File: src/hw/rtl/i2c_slave_command_data_engine_assert.svh
// assertion macros for the engine rtl file
`ifndef I2C_SLAVE_COMMAND_DATA_ENGINE_ASSERT_SVH
`define I2C_SLAVE_COMMAND_DATA_ENGINE_ASSERT_SVH

// same-cycle implication
`define I2CS_ASSERT_SAME(label, clk, rst_n, ante, cons) \
    label: assert property (@(posedge clk) disable iff (!rst_n) (ante) |-> (cons)) \
        else $error("i2cs same-cycle check failed");

// next-cycle implication
`define I2CS_ASSERT_NEXT(label, clk, rst_n, ante, cons) \
    label: assert property (@(posedge clk) disable iff (!rst_n) (ante) |=> (cons)) \
        else $error("i2cs next-cycle check failed");

`endif

File: src/hw/rtl/i2cs_pkg.sv
package i2cs_pkg;

    localparam int CMD_DEPTH_DEF  = 8;
    localparam int DATA_DEPTH_DEF = 32;

    localparam logic [5:0] DATA_CAP_RESET = 6'd32;

    // item kinds
    localparam logic [1:0] MODE_BUS  = 2'd0;
    localparam logic [1:0] MODE_HWR  = 2'd1;
    localparam logic [1:0] MODE_HRD  = 2'd2;

    // acknowledge actions
    localparam logic [1:0] ACK_KEEP  = 2'd0;
    localparam logic [1:0] ACK_SET   = 2'd1;
    localparam logic [1:0] ACK_CLEAR = 2'd2;

    // configuration register indexes
    localparam logic REG_CMD_LEN  = 1'b0;
    localparam logic REG_DATA_CAP = 1'b1;

    // slave status codes
    localparam logic [7:0] ST_GC_ARB   = 8'h78;
    localparam logic [7:0] ST_GC       = 8'h70;
    localparam logic [7:0] ST_SLA_ARB  = 8'h68;
    localparam logic [7:0] ST_SLA      = 8'h60;
    localparam logic [7:0] ST_RX_SLA   = 8'h80;
    localparam logic [7:0] ST_RX_GC    = 8'h90;
    localparam logic [7:0] ST_STOP     = 8'hA0;
    localparam logic [7:0] ST_TX_ARB   = 8'hB0;
    localparam logic [7:0] ST_TX_SLA   = 8'hA8;
    localparam logic [7:0] ST_TX_ACK   = 8'hB8;
    localparam logic [7:0] ST_TX_NACK  = 8'hC0;

    typedef enum logic [1:0] {
        PH_READY,
        PH_CMD,
        PH_DATA,
        PH_TX
    } phase_t;

    typedef struct packed {
        logic [1:0] mode;
        logic [7:0] bus_status;
        logic [7:0] rx_byte;
        logic [7:0] reply_length;
        logic       buffer_select;
        logic [4:0] buffer_index;
        logic [7:0] host_byte;
    } item_t;

    typedef struct packed {
        logic [1:0] ack_action;
        logic       tx_valid;
        logic       tx_load;
        logic       stop_seen;
        logic [3:0] command_count;
        logic [5:0] data_count;
        logic       general_call;
        logic       protocol_error;
        logic       rd_cmd;
        logic       rd_data;
    } meta_t;

    typedef struct packed {
        logic cmd_we;
        logic cmd_re;
        logic data_we;
        logic data_re;
    } store_ctl_t;

endpackage

File: src/hw/rtl/i2cs_store.sv
module i2cs_store #(
    parameter int CMD_DEPTH  = i2cs_pkg::CMD_DEPTH_DEF,
    parameter int DATA_DEPTH = i2cs_pkg::DATA_DEPTH_DEF,
    localparam int CMD_AW    = (CMD_DEPTH > 1) ? $clog2(CMD_DEPTH) : 1,
    localparam int DATA_AW   = (DATA_DEPTH > 1) ? $clog2(DATA_DEPTH) : 1
) (
    input  logic                   clk,
    input  logic                   en,
    input  i2cs_pkg::store_ctl_t   ctl,
    input  logic [CMD_AW-1:0]      cmd_addr,
    input  logic [DATA_AW-1:0]     data_addr,
    input  logic [7:0]             wdata,
    output logic [7:0]             cmd_rdata,
    output logic [7:0]             data_rdata
);

    logic [7:0] cmd_mem [CMD_DEPTH];
    logic [7:0] data_mem [DATA_DEPTH];
    logic [7:0] cmd_rdata_reg;
    logic [7:0] data_rdata_reg;

    always_ff @(posedge clk)
    begin
        if (en && ctl.cmd_we)
        begin
            cmd_mem[cmd_addr] <= wdata;
        end
        if (en && ctl.cmd_re)
        begin
            cmd_rdata_reg <= cmd_mem[cmd_addr];
        end
    end

    always_ff @(posedge clk)
    begin
        if (en && ctl.data_we)
        begin
            data_mem[data_addr] <= wdata;
        end
        if (en && ctl.data_re)
        begin
            data_rdata_reg <= data_mem[data_addr];
        end
    end

    assign cmd_rdata  = cmd_rdata_reg;
    assign data_rdata = data_rdata_reg;

endmodule

File: src/hw/rtl/i2cs_ctrl.sv
module i2cs_ctrl #(
    parameter int CMD_DEPTH  = i2cs_pkg::CMD_DEPTH_DEF,
    parameter int DATA_DEPTH = i2cs_pkg::DATA_DEPTH_DEF,
    localparam int CMD_AW    = (CMD_DEPTH > 1) ? $clog2(CMD_DEPTH) : 1,
    localparam int DATA_AW   = (DATA_DEPTH > 1) ? $clog2(DATA_DEPTH) : 1
) (
    input  logic                   clk,
    input  logic                   rst_n,
    input  logic                   fire,
    input  i2cs_pkg::item_t        item,
    input  logic                   cfg_we,
    input  logic                   cfg_index,
    input  logic [5:0]             cfg_data,
    output i2cs_pkg::store_ctl_t   store_ctl,
    output logic [CMD_AW-1:0]      cmd_addr,
    output logic [DATA_AW-1:0]     data_addr,
    output logic [7:0]             store_wdata,
    output i2cs_pkg::meta_t        meta
);

    localparam int IDX_MAX = (DATA_DEPTH > 15) ? DATA_DEPTH : 15;
    localparam int IDX_W   = $clog2(IDX_MAX + 1);
    localparam int LIM_MAX = (DATA_DEPTH > 63) ? DATA_DEPTH : 63;
    localparam int LIM_W   = $clog2(LIM_MAX + 1);

    i2cs_pkg::phase_t   phase_reg;
    i2cs_pkg::phase_t   phase_next;
    logic [IDX_W-1:0]   byte_index_reg;
    logic [IDX_W-1:0]   byte_index_next;
    logic [LIM_W-1:0]   data_limit_reg;
    logic [LIM_W-1:0]   data_limit_next;
    logic               gc_reg;
    logic               gc_next;
    logic [3:0]         cmd_len_reg;

    logic               is_bus;
    logic               is_addr;
    logic               is_rx;
    logic               is_stop;
    logic               is_rd_start;
    logic               is_rd;
    logic               bad;
    logic [31:0]        idx32;
    logic [31:0]        bidx32;
    logic [31:0]        eff_limit32;
    logic [31:0]        reply_sat32;
    logic [31:0]        tx_idx32;
    logic [IDX_W-1:0]   idx_inc;
    logic [IDX_W-1:0]   tx_idx;

    assign is_bus      = (item.mode == i2cs_pkg::MODE_BUS);
    assign is_addr     = (item.bus_status == i2cs_pkg::ST_GC_ARB)
                      || (item.bus_status == i2cs_pkg::ST_GC)
                      || (item.bus_status == i2cs_pkg::ST_SLA_ARB)
                      || (item.bus_status == i2cs_pkg::ST_SLA);
    assign is_rx       = (item.bus_status == i2cs_pkg::ST_RX_SLA)
                      || (item.bus_status == i2cs_pkg::ST_RX_GC);
    assign is_stop     = (item.bus_status == i2cs_pkg::ST_STOP);
    assign is_rd_start = (item.bus_status == i2cs_pkg::ST_TX_ARB)
                      || (item.bus_status == i2cs_pkg::ST_TX_SLA);
    assign is_rd       = (item.bus_status == i2cs_pkg::ST_TX_ACK)
                      || (item.bus_status == i2cs_pkg::ST_TX_NACK);

    always_comb
    begin
        bad = 1'b0;
        if (is_bus)
        begin
            priority if (is_addr)
            begin
                bad = (phase_reg != i2cs_pkg::PH_READY);
            end
            else if (is_rx)
            begin
                bad = (phase_reg != i2cs_pkg::PH_CMD) && (phase_reg != i2cs_pkg::PH_DATA);
            end
            else if (is_stop)
            begin
                bad = 1'b0;
            end
            else if (is_rd_start)
            begin
                bad = (cmd_len_reg != 4'd0) && (phase_reg != i2cs_pkg::PH_TX);
            end
            else if (is_rd)
            begin
                bad = (phase_reg != i2cs_pkg::PH_TX);
            end
            else
            begin
                bad = 1'b1;
            end
        end
    end

    assign idx32       = 32'(byte_index_reg);
    assign bidx32      = 32'(item.buffer_index);
    assign eff_limit32 = (32'(data_limit_reg) < 32'(DATA_DEPTH)) ? 32'(data_limit_reg)
                                                                  : 32'(DATA_DEPTH);
    assign reply_sat32 = (32'(item.reply_length) > 32'(DATA_DEPTH)) ? 32'(DATA_DEPTH)
                                                                     : 32'(item.reply_length);
    assign idx_inc     = byte_index_reg + IDX_W'(1);
    assign tx_idx      = is_rd_start ? '0 : byte_index_reg;
    assign tx_idx32    = 32'(tx_idx);

    // next phase
    always_comb
    begin
        phase_next = phase_reg;
        if (is_bus)
        begin
            priority if (bad)
            begin
                phase_next = i2cs_pkg::PH_READY;
            end
            else if (is_addr)
            begin
                phase_next = (cmd_len_reg != 4'd0) ? i2cs_pkg::PH_CMD : i2cs_pkg::PH_DATA;
            end
            else if (is_rx)
            begin
                if (phase_reg == i2cs_pkg::PH_CMD && 32'(idx_inc) >= 32'(cmd_len_reg))
                begin
                    phase_next = i2cs_pkg::PH_DATA;
                end
            end
            else if (is_stop)
            begin
                phase_next = (item.reply_length == 8'd0) ? i2cs_pkg::PH_READY
                                                         : i2cs_pkg::PH_TX;
            end
            else
            begin
                phase_next = (item.bus_status == i2cs_pkg::ST_TX_NACK) ? i2cs_pkg::PH_READY
                                                                       : i2cs_pkg::PH_TX;
            end
        end
    end

    // datapath and result
    always_comb
    begin
        byte_index_next = byte_index_reg;
        data_limit_next = data_limit_reg;
        gc_next         = gc_reg;
        store_ctl       = '0;
        cmd_addr        = bidx32[CMD_AW-1:0];
        data_addr       = bidx32[DATA_AW-1:0];
        store_wdata     = item.host_byte;
        meta            = '0;

        unique case (item.mode)
            i2cs_pkg::MODE_HWR:
            begin
                store_ctl.cmd_we  = !item.buffer_select && (bidx32 < 32'(CMD_DEPTH));
                store_ctl.data_we = item.buffer_select && (bidx32 < 32'(DATA_DEPTH));
            end
            i2cs_pkg::MODE_HRD:
            begin
                meta.rd_cmd       = !item.buffer_select && (bidx32 < 32'(CMD_DEPTH));
                meta.rd_data      = item.buffer_select && (bidx32 < 32'(DATA_DEPTH));
                store_ctl.cmd_re  = meta.rd_cmd;
                store_ctl.data_re = meta.rd_data;
            end
            i2cs_pkg::MODE_BUS:
            begin
                store_wdata = item.rx_byte;
                priority if (bad)
                begin
                    meta.protocol_error = 1'b1;
                    meta.ack_action     = i2cs_pkg::ACK_SET;
                end
                else if (is_addr)
                begin
                    byte_index_next = '0;
                    gc_next         = (item.bus_status == i2cs_pkg::ST_GC_ARB)
                                   || (item.bus_status == i2cs_pkg::ST_GC);
                    meta.ack_action = i2cs_pkg::ACK_SET;
                end
                else if (is_rx)
                begin
                    if (phase_reg == i2cs_pkg::PH_CMD)
                    begin
                        store_ctl.cmd_we = (idx32 < 32'(CMD_DEPTH));
                        cmd_addr         = idx32[CMD_AW-1:0];
                        byte_index_next  = (32'(idx_inc) >= 32'(cmd_len_reg)) ? '0 : idx_inc;
                        meta.ack_action  = i2cs_pkg::ACK_SET;
                    end
                    else if (idx32 < eff_limit32)
                    begin
                        store_ctl.data_we = 1'b1;
                        data_addr         = idx32[DATA_AW-1:0];
                        byte_index_next   = idx_inc;
                        meta.ack_action   = i2cs_pkg::ACK_SET;
                    end
                    else
                    begin
                        meta.ack_action = i2cs_pkg::ACK_CLEAR;
                    end
                end
                else if (is_stop)
                begin
                    meta.stop_seen = 1'b1;
                    if (phase_reg == i2cs_pkg::PH_DATA)
                    begin
                        meta.command_count = cmd_len_reg;
                        meta.data_count    = (idx32 > 32'd63) ? 6'd63 : idx32[5:0];
                    end
                    else
                    begin
                        meta.command_count = (idx32 > 32'd15) ? 4'd15 : idx32[3:0];
                    end
                    if (item.reply_length == 8'd0)
                    begin
                        meta.ack_action = i2cs_pkg::ACK_CLEAR;
                    end
                    else
                    begin
                        meta.ack_action = i2cs_pkg::ACK_SET;
                        data_limit_next = reply_sat32[LIM_W-1:0];
                        byte_index_next = '0;
                    end
                end
                else
                begin
                    meta.tx_valid   = 1'b1;
                    byte_index_next = tx_idx;
                    data_addr       = tx_idx32[DATA_AW-1:0];
                    if (tx_idx32 < eff_limit32)
                    begin
                        meta.tx_load      = 1'b1;
                        store_ctl.data_re = 1'b1;
                        byte_index_next   = tx_idx + IDX_W'(1);
                        meta.ack_action   = i2cs_pkg::ACK_SET;
                    end
                end
            end
            default:
            begin
                meta = '0;
            end
        endcase

        meta.general_call = gc_next;
    end

    always_ff @(posedge clk or negedge rst_n)
    begin
        if (!rst_n)
        begin
            phase_reg      <= i2cs_pkg::PH_READY;
            byte_index_reg <= '0;
            data_limit_reg <= LIM_W'(i2cs_pkg::DATA_CAP_RESET);
            gc_reg         <= 1'b0;
            cmd_len_reg    <= 4'd0;
        end
        else
        begin
            if (fire)
            begin
                phase_reg      <= phase_next;
                byte_index_reg <= byte_index_next;
                data_limit_reg <= data_limit_next;
                gc_reg         <= gc_next;
            end
            else if (cfg_we)
            begin
                unique case (cfg_index)
                    i2cs_pkg::REG_CMD_LEN:  cmd_len_reg    <= cfg_data[3:0];
                    i2cs_pkg::REG_DATA_CAP: data_limit_reg <= LIM_W'(cfg_data);
                    default:                cmd_len_reg    <= cmd_len_reg;
                endcase
            end
        end
    end

endmodule

File: src/hw/rtl/i2c_slave_command_data_engine.sv
// I2C slave command/data engine. Each input beat is a bus status event or a
// host access to the command and data stores; each one yields exactly one
// result beat. A new beat is taken every clock cycle while results are taken;
// each beat passes through the input register and then the result register,
// which also captures the stores' registered read port. A result that is not
// taken holds the input register and then stalls the input. The stores need
// no clearing after reset, so the block is ready as soon as reset ends.
module i2c_slave_command_data_engine #(
    parameter int CMD_DEPTH  = i2cs_pkg::CMD_DEPTH_DEF,
    parameter int DATA_DEPTH = i2cs_pkg::DATA_DEPTH_DEF
) (
    input  logic        clk,
    input  logic        rst_n,
    input  logic        s_tvalid,
    output logic        s_tready,
    // bus_status, rx_byte, reply_length, buffer_select, buffer_index, host_byte
    input  logic [39:0] s_tdata,
    // mode
    input  logic [1:0]  s_tuser,
    output logic        m_tvalid,
    input  logic        m_tready,
    // ack_action, tx_valid, tx_byte, command_count, data_count,
    // general_call, protocol_error, read_data
    output logic [31:0] m_tdata,
    output logic        m_tlast,
    input  logic        cfg_we,
    input  logic        cfg_index,
    input  logic [5:0]  cfg_data
);

    localparam int CMD_AW  = (CMD_DEPTH > 1) ? $clog2(CMD_DEPTH) : 1;
    localparam int DATA_AW = (DATA_DEPTH > 1) ? $clog2(DATA_DEPTH) : 1;

    logic                  in_valid_reg;
    i2cs_pkg::item_t       item_reg;
    logic                  out_valid_reg;
    i2cs_pkg::meta_t       meta_reg;
    i2cs_pkg::meta_t       meta_next;
    i2cs_pkg::store_ctl_t  store_ctl;
    logic [CMD_AW-1:0]     cmd_addr;
    logic [DATA_AW-1:0]    data_addr;
    logic [7:0]            store_wdata;
    logic [7:0]            cmd_rdata;
    logic [7:0]            data_rdata;
    logic                  fire;
    logic [7:0]            tx_byte;
    logic [7:0]            read_data;

    assign fire     = in_valid_reg && (!out_valid_reg || m_tready);
    assign s_tready = !in_valid_reg || fire;

    always_ff @(posedge clk or negedge rst_n)
    begin
        if (!rst_n)
        begin
            in_valid_reg  <= 1'b0;
            out_valid_reg <= 1'b0;
        end
        else
        begin
            if (s_tvalid && s_tready)
            begin
                in_valid_reg <= 1'b1;
            end
            else if (fire)
            begin
                in_valid_reg <= 1'b0;
            end
            if (fire)
            begin
                out_valid_reg <= 1'b1;
            end
            else if (m_tready)
            begin
                out_valid_reg <= 1'b0;
            end
        end
    end

    always_ff @(posedge clk)
    begin
        if (s_tvalid && s_tready)
        begin
            item_reg.mode          <= s_tuser;
            item_reg.bus_status    <= s_tdata[7:0];
            item_reg.rx_byte       <= s_tdata[15:8];
            item_reg.reply_length  <= s_tdata[23:16];
            item_reg.buffer_select <= s_tdata[24];
            item_reg.buffer_index  <= s_tdata[29:25];
            item_reg.host_byte     <= s_tdata[37:30];
        end
        if (fire)
        begin
            meta_reg <= meta_next;
        end
    end

    i2cs_ctrl #(
        .CMD_DEPTH  (CMD_DEPTH),
        .DATA_DEPTH (DATA_DEPTH)
    ) u_ctrl (
        .clk         (clk),
        .rst_n       (rst_n),
        .fire        (fire),
        .item        (item_reg),
        .cfg_we      (cfg_we),
        .cfg_index   (cfg_index),
        .cfg_data    (cfg_data),
        .store_ctl   (store_ctl),
        .cmd_addr    (cmd_addr),
        .data_addr   (data_addr),
        .store_wdata (store_wdata),
        .meta        (meta_next)
    );

    i2cs_store #(
        .CMD_DEPTH  (CMD_DEPTH),
        .DATA_DEPTH (DATA_DEPTH)
    ) u_store (
        .clk        (clk),
        .en         (fire),
        .ctl        (store_ctl),
        .cmd_addr   (cmd_addr),
        .data_addr  (data_addr),
        .wdata      (store_wdata),
        .cmd_rdata  (cmd_rdata),
        .data_rdata (data_rdata)
    );

    assign tx_byte   = meta_reg.tx_load ? data_rdata : 8'd0;
    assign read_data = meta_reg.rd_cmd  ? cmd_rdata
                     : meta_reg.rd_data ? data_rdata : 8'd0;

    assign m_tvalid = out_valid_reg;
    assign m_tlast  = meta_reg.stop_seen;
    assign m_tdata  = {1'b0,
                       read_data,
                       meta_reg.protocol_error,
                       meta_reg.general_call,
                       meta_reg.data_count,
                       meta_reg.command_count,
                       tx_byte,
                       meta_reg.tx_valid,
                       meta_reg.ack_action};

`include "i2c_slave_command_data_engine_assert.svh"

    `I2CS_ASSERT_NEXT(a_fire_gives_result, clk, rst_n, fire, m_tvalid)
    `I2CS_ASSERT_SAME(a_load_needs_valid, clk, rst_n, m_tvalid && meta_reg.tx_load,
        meta_reg.tx_valid && !meta_reg.rd_cmd && !meta_reg.rd_data)
    `I2CS_ASSERT_NEXT(a_host_quiet, clk, rst_n, fire && item_reg.mode != i2cs_pkg::MODE_BUS,
        !meta_reg.stop_seen && !meta_reg.protocol_error && !meta_reg.tx_valid
        && meta_reg.ack_action == i2cs_pkg::ACK_KEEP)

endmodule

File: config.mk
export PLATFORM = sky130hd
export DESIGN_NAME = i2c_slave_command_data_engine
export DESIGN_NICKNAME = d
export VERILOG_FILES = /design/src/hw/rtl/i2cs_pkg.sv /design/src/hw/rtl/i2cs_store.sv /design/src/hw/rtl/i2cs_ctrl.sv /design/src/hw/rtl/i2c_slave_command_data_engine.sv
export VERILOG_INCLUDE_DIRS = /design/src /design/src/hw/rtl
export SDC_FILE = /design/constraint.sdc
export NUM_CORES = 1
export LEC_CHECK = 0
export ABC_AREA = 1
export BUFFER_PORTS_ARGS = -buffer_cell sky130_fd_sc_hd__buf_4
export CAP_MARGIN = 20
export CORE_ASPECT_RATIO = 0.75
export CORE_UTILIZATION = 50
export DETAILED_ROUTE_END_ITERATION = 8
export GPL_ROUTABILITY_DRIVEN = 0
export PLACE_DENSITY = 0.64
export SETUP_SLACK_MARGIN = 0.5
export SLEW_MARGIN = 10
export SYNTH_ARGS = -nofsm -noshare
export SYNTH_HDL_FRONTEND = slang
export SYNTH_SLANG_ARGS = --single-unit
File: constraint.sdc
create_clock -name clk -period 9.35 [get_ports clk]
set_clock_uncertainty 0.05 [all_clocks]
set_input_delay 1.87 -clock clk [delete_from_list [all_inputs] [get_ports clk]]
set_output_delay 1.87 -clock clk [all_outputs]
set_load 0.01 [all_outputs]
### Yosys cells after proc, flatten, opt, wreduce, memory -nomap -nowiden

Memory sizes are Yosys's and may differ from the RTL's. A register that Yosys moved wholly into a read port is not among the register bits.
Index checks and enable logic that the tools add are counted.
Widths: inputs -> output; s select.

* reductions and logical operators: 39
* add/sub/neg operators: 2
* bitwise gates (word level): 6
* magnitude comparators: 10
* eq/ne operators: 27
* mux-type cells: 92

Operator list (count)
* $mux 6: 22
* $lt 6x32->1: 2
* $eq 8x8->1 const B: 7
* $mux 5: 7
* $eq 8x7->1 const B: 4
* $mux 1: 32
* $mux 2: 16
* $mux 8: 4
* $mux 3: 5
* $add 6x1->6 const B: 2
* $ne 2x2->1 const B: 6
* $logic_and 1x1->1: 11
* $mux 11: 1
* $reduce_bool 2->1: 5
* $reduce_or 5->1: 2
* $gt 8x6->1 const B: 1
* $logic_not 8->1: 1
* $logic_or 1x1->1: 8
* $mux 4: 2
* $ne 4x3->1 const B: 2
* $reduce_and 8->1: 1
* $ge 6x4->1: 1
* $gt 6x4->1 const B: 1
* $gt 6x6->1 const B: 1
* other kinds (18): 32

* register bits after elaboration: 80
* memories kept: 2
* bits of input ports: 54
* bits in writable memories: 320
* output and inout bits: 35

Memory list
* u_store.data_mem: words 32, width 8, rd ports 1, clocked after Yosys merged registers in 1, wr ports 1, line i2cs_store.sv:18 `logic [7:0] data_mem [DATA_DEPTH];`
* u_store.cmd_mem: words 8, width 8, rd ports 1, clocked after Yosys merged registers in 1, wr ports 1, line i2cs_store.sv:17 `logic [7:0] cmd_mem [CMD_DEPTH];`

### Depth between registers and ports, before layout

* depth in word-level cells: 13
* depth in mapped cells: 23

### Cells and area by module

A second synthesis with hierarchy kept.

* cell total of the unflattened synthesis: 1854
* area, all modules: 18681.7 µm²

Modules (own cells, without submodules)
* i2cs_store: instances 1, seq. area each 10089.7 µm², cells each 1285, area each 13894.6 µm²
* i2cs_ctrl: instances 1, seq. area each 476.7 µm², cells each 437, area each 2611.3 µm²
* i2c_slave_command_data_engine: instances 1, seq. area each 1821.7 µm², cells each 132, area each 2175.8 µm²

### Worst setup path after synthesis

Ideal clock, no wire load.

* path kind: input to register
* from: input m_tready
* to: memory u_store.cmd_mem[1][0], enable pin
* slack: 5.340 ns
* stages: 6
* buffers on the path: 0
* data arrival time: 3.566 ns
* path through: inv_1 -> nand2_1 -> nand2_1 -> clkinv_1 -> nand2_1 -> nor4_1

* longest elaborated chain between the ends: 5

RTL lines
* from (decl): line i2c_slave_command_data_engine.sv:21 `input logic m_tready,`
* $logic_or 1x1->1: line i2c_slave_command_data_engine.sv:49 `assign fire = in_valid_reg && (!out_valid_reg || m_tready);`
* $logic_and 1x1->1: line i2c_slave_command_data_engine.sv:49
* named net fire: line i2c_slave_command_data_engine.sv:45 `logic fire;`
* $logic_and 1x1->1: line i2cs_store.sv:24 `if (en && ctl.cmd_we)`
* $mux 1: line i2cs_store.sv:24
* $mux 1 (not written as such): line i2cs_store.sv:26 `cmd_mem[cmd_addr] <= wdata;`
* to (decl): line i2cs_store.sv:17

The timed path passes the listed nets, and every way through them passes these cells.

### Final worst setup path

* from: register item_reg[31] in the netlist's numbering
* to: memory u_store.data_mem[16][4], enable pin

* longest elaborated chain between the ends: 13
* elaborated cells between the ends (all ways): 36
* those cells by class: eq/ne: 11; mux: 18; reduce/logical: 7

RTL lines
* from (decl): line i2c_slave_command_data_engine.sv:35 `i2cs_pkg::item_t item_reg;`
* $eq 8x8->1, on equally long branches: line i2cs_ctrl.sv:61, i2cs_ctrl.sv:62
* $logic_or 1x1->1: line i2cs_ctrl.sv:62 `|| (item.bus_status == i2cs_pkg::ST_TX_NACK);`
* $mux 1: line i2cs_ctrl.sv:85 `else if (is_rd)`
* $mux 1: line i2cs_ctrl.sv:81 `else if (is_rd_start)`
* $mux 1: line i2cs_ctrl.sv:77 `else if (is_stop)`
* $mux 1: line i2cs_ctrl.sv:73 `else if (is_rx)`
* $mux 1: line i2cs_ctrl.sv:69 `priority if (is_addr)`
* $mux 1: line i2cs_ctrl.sv:67 `if (is_bus)`
* $mux 2: line i2cs_ctrl.sv:168 `priority if (bad)`
* $pmux 1 s2: line i2cs_ctrl.sv:152 `unique case (item.mode)`
* $logic_and 1x1->1: line i2cs_store.sv:36 `if (en && ctl.data_we)`
* $mux 1: line i2cs_store.sv:36
* $mux 1 (not written as such): line i2cs_store.sv:38 `data_mem[data_addr] <= wdata;`
* to (decl): line i2cs_store.sv:18

Several ways; a longest one is shown, not always the timed one.

==> metrics.csv <==
stage,metric,value,unit
outcome,status,"complete, no violations",
layout,fin area,21000,um^2
power_and_ir_drop,Internal,3.19,mW
yosys,mapped cell area,18700,um^2
worst_setup_path,R2R setup slack,4.06,ns
yosys,synthesis-stage register bit count,416,
timing,Rel. slew slack,33.0,%
place,Placed Area,19700,um^2
grt,vias in the first global route,12131,
yosys,Syn Area/Cell,10.2,um^2
yosys,Compound-Gate Fraction of Synth Area,2.97,%
place,# placed instances,2358,
route,total number of vias,12897,
power_and_ir_drop,combinational share of power,11.2,%
yosys,area share of the largest cell type after synthesis,63.3,%
layout,max FFs per register,256,
yosys,share of flip-flops with an asynchronous set or reset,5.05,%
yosys,Post-synth EDFFs,395,
die,core area,36300,um^2
power_and_ir_drop,clock share of power,38.3,%
yosys,syn_nets,1919,
yosys,"share of synthesized cell area in full adder, half adder and majority cells",1.34,%
layout,layout cells sized above 1,11.4,%
layout,filler cell count,3109,
clock_network,CTS tree,yes,
yosys,Yosys top cell by area,edfxtp_1,
yosys,Synth cell types,42,
grt,first-pass GRT wire length,68600,um
die,Die X-Extent,225,um
yosys,"Seq/Total Area, Yosys",66.1,%
timing,Final Hold Fails,0,
power_and_ir_drop,Sw Share,24.9,%
yosys,post-synthesis simple-gate area fraction,24.8,%
place,DP HPWL,26500,um
timing,setup violators final,0,
die,die footprint,38200,um^2
worst_setup_path,CP peak stage delay,0.86,ns
layout,Layout area overhead,12.3,%
timing,RSZ-0062 raised after global routing,false,
clock_network,clk root buf,clkbuf_16,
layout,Ant. Diodes,0,
worst_setup_path,reg2reg start,item_reg[31],
timing,max-slew violations,0,
worst_setup_path,Worst Setup Path Type,reg2reg,
worst_setup_path,capture point of the worst path,u_store.data_mem[16][4],
job,Max Cap Violations,0,
power_and_ir_drop,pwr dens,202,nW/um^2
clock_network,CTS Hold Bufs,0,
route,via/cell ratio,5.30,
timing,min Tclk post-route,5.29,ns
route,detailed-router iteration count before antenna repair,6,
worst_setup_path,CP Data Required Time,9.47,ns
clock_network,post-CTS sizing,0,
grt,Total GRT Usage,23.6,%
grt,largest net degree at the start of global routing,81,
layout,Final Core Density,57.9,%
clock_network,Clock Latency Late Sink,0.56,ns
worst_setup_path,CP Launch Type,register,
worst_setup_path,critical path launch point,item_reg[31],
route,Initial DRC Count,1188,
die,Initial Util,51.5,%
route,DRC violations left,0,
route,Routed Antenna Nets,0,
yosys,synth top area cells,"edfxtp_1, nand2_1, nand3_1",
yosys,mux cell area share after synthesis,0,%
clock_network,clock transition at the registers of the reported paths,0.06,ns
route,Routed WL,44300,um
worst_setup_path,CP cell instances,"nor2_1, nand3_2, nor2_1, nor2_2, nand3_1, nand2_2, a21oi_2, nand2_4, nand2_4, nand3_1, nor2_1",
die,row count,60,
route,drt wl/cell,18.2,um
timing,Tcrit/Tclk final,56.6,%
worst_setup_path,worst-case reg-to-reg path depth,11,
layout,Finished Layout Cells,2432,
layout,fin nets,1979,
worst_setup_path,Critical-path top delay cell,nor2_1,
worst_setup_path,critical path capture point type,register,
place,IO Port Bufs,85,
power_and_ir_drop,Lkg Pwr,8.68,nW
yosys,largest family of logic cells by synthesized area,simple AND/OR/NAND/NOR gates,
yosys,"Primary FF master, synth",edfxtp_1,
clock_network,H-tree depth,2,
power_and_ir_drop,Max VDD drop,167,uV
power_and_ir_drop,P_sw,1.06,mW
clock_network,postcts setup bufs,0,
worst_hold_path,Worst Hold Class,reg2reg,
yosys,Mapped Cells,1845,
yosys,Ys Warns,0,
timing,TNS Setup,0,ns
clock_network,Inserted Clock Buffers,41,
worst_setup_path,Worst R2R End,u_store.data_mem[16][4],
die,io pins,89,
grt,initial antenna violation count,1,
die,die height,170,um
grt,GRT overflow,0,
clock_network,total number of clock tree sinks,416,
worst_setup_path,crit-path max FO,55,
worst_hold_path,hold path start,u_ctrl.gc_reg,
worst_setup_path,arrival time worst endpoint,5.41,ns
clock_network,Clock Path Buffers,3,
worst_setup_path,Crit path top cell by count,nor2_1,
timing,worst slew pin tran,0.997,ns
power_and_ir_drop,sequential share of power,50.5,%
timing,Max Clk Rate,189,MHz
yosys,XOR/XNOR share of the synthesized area,0.374,%
metal layers:
metal | global-route usage [%] | part of all wire, % | vias to the layer above
li1 | - | - | 6309
met5 | 1.03 | 0.11 | -
met1 | 34.3 | 45 | 6128
met3 | 4.41 | 7.3 | 59
met4 | 4.70 | 1.5 | 2
met2 | 37.0 | 46 | 399
area by class of cell:
class | count | area [um^2] | area share (%)
multi-input combinational | 1249 | 5550 | 26.4
sequential | 416 | 12400 | 58.9
tap | 496 | 621 | 2.95
clock buffer | 55 | 1130 | 5.37
inverter | 86 | 323 | 1.53
timing repair buffer | 111 | 833 | 3.96
clock inverter | 19 | 191 | 0.910
power by group through the flow:
stage               combinational (mW)  sequential [mW]  clock, mW
CTS                              0.476             2.15       1.66
finish                           0.474             2.15       1.63
global placement                 0.466             2.18          0
floorplan                        0.314             2.18          0
global route                     0.531             2.15       1.73
detailed placement               0.474             2.19          0
worst max-delay path, delay by kind of cell (launching register included):
family	cells	cell delay [ns]
and+or+nand+nor	10	4.07
DFF	1	0.38
AOI/OAI and AO/OA	1	0.35
Yosys cell counts (all sizes together) (8+ instances only):
library cell	instances
nand2	798
edfxtp	395
nand3	178
nor2	107
inv	84
buf	68
a21oi	56
o21ai	31
clkbuf	26
dfrtp	20
ha	20
nor4	11
nand4	10
nor3	9
xor2	8
logic make-up (layout without fill, tap and decap cells):
family / after synthesis / count (layout)
other: 1 / 1
XOR/XNOR: 8 / 8
adder cells (fa/ha/maj): 20 / 20
buffers and inverters: 180 / 271
AO/OA/AOI/OAI: 102 / 102
AND/OR/NAND/NOR: 1118 / 1118
flip-flops: 416 / 416
per-stage QoR:
step	power, mW	hold slack (ns)	worst slack [ns]
final	4.25	0.435	4.06
after global routing	4.42	0.484	3.75
after CTS	4.28	0.436	4.12
after detailed placement	2.66	0.420	4.14
after global placement	2.65	0.413	4.21
after floorplan	2.49	0.399	5.34
how the worst min path moves through the flow:
| stage | end | depth (start not counted) |
|---|---|---|
| after floorplan | u_ctrl.gc_reg | 2 |
| after global placement | u_ctrl.gc_reg | 2 |
| after detailed placement | u_ctrl.gc_reg | 2 |
| after CTS | u_ctrl.gc_reg | 2 |
| after global routing | u_ctrl.gc_reg | 2 |
| final | u_ctrl.gc_reg | 2 |
layout by cell type (no fill, tap or decap), drive strengths merged, types with 4 or more instances in the layout:
cell,synthesis,layout
edfxtp,395,395
nor2,107,107
clkbuf,26,55
or2,4,4
nand2,798,798
buf,68,111
xor2,8,8
inv,84,85
a21oi,56,56
nand4,10,10
dfrtp,20,20
clkinv,2,16
nor3,9,9
ha,20,20
nand3,178,178
nor4,11,11
o21ai,31,31
Power figures use the tool's default switching activity.
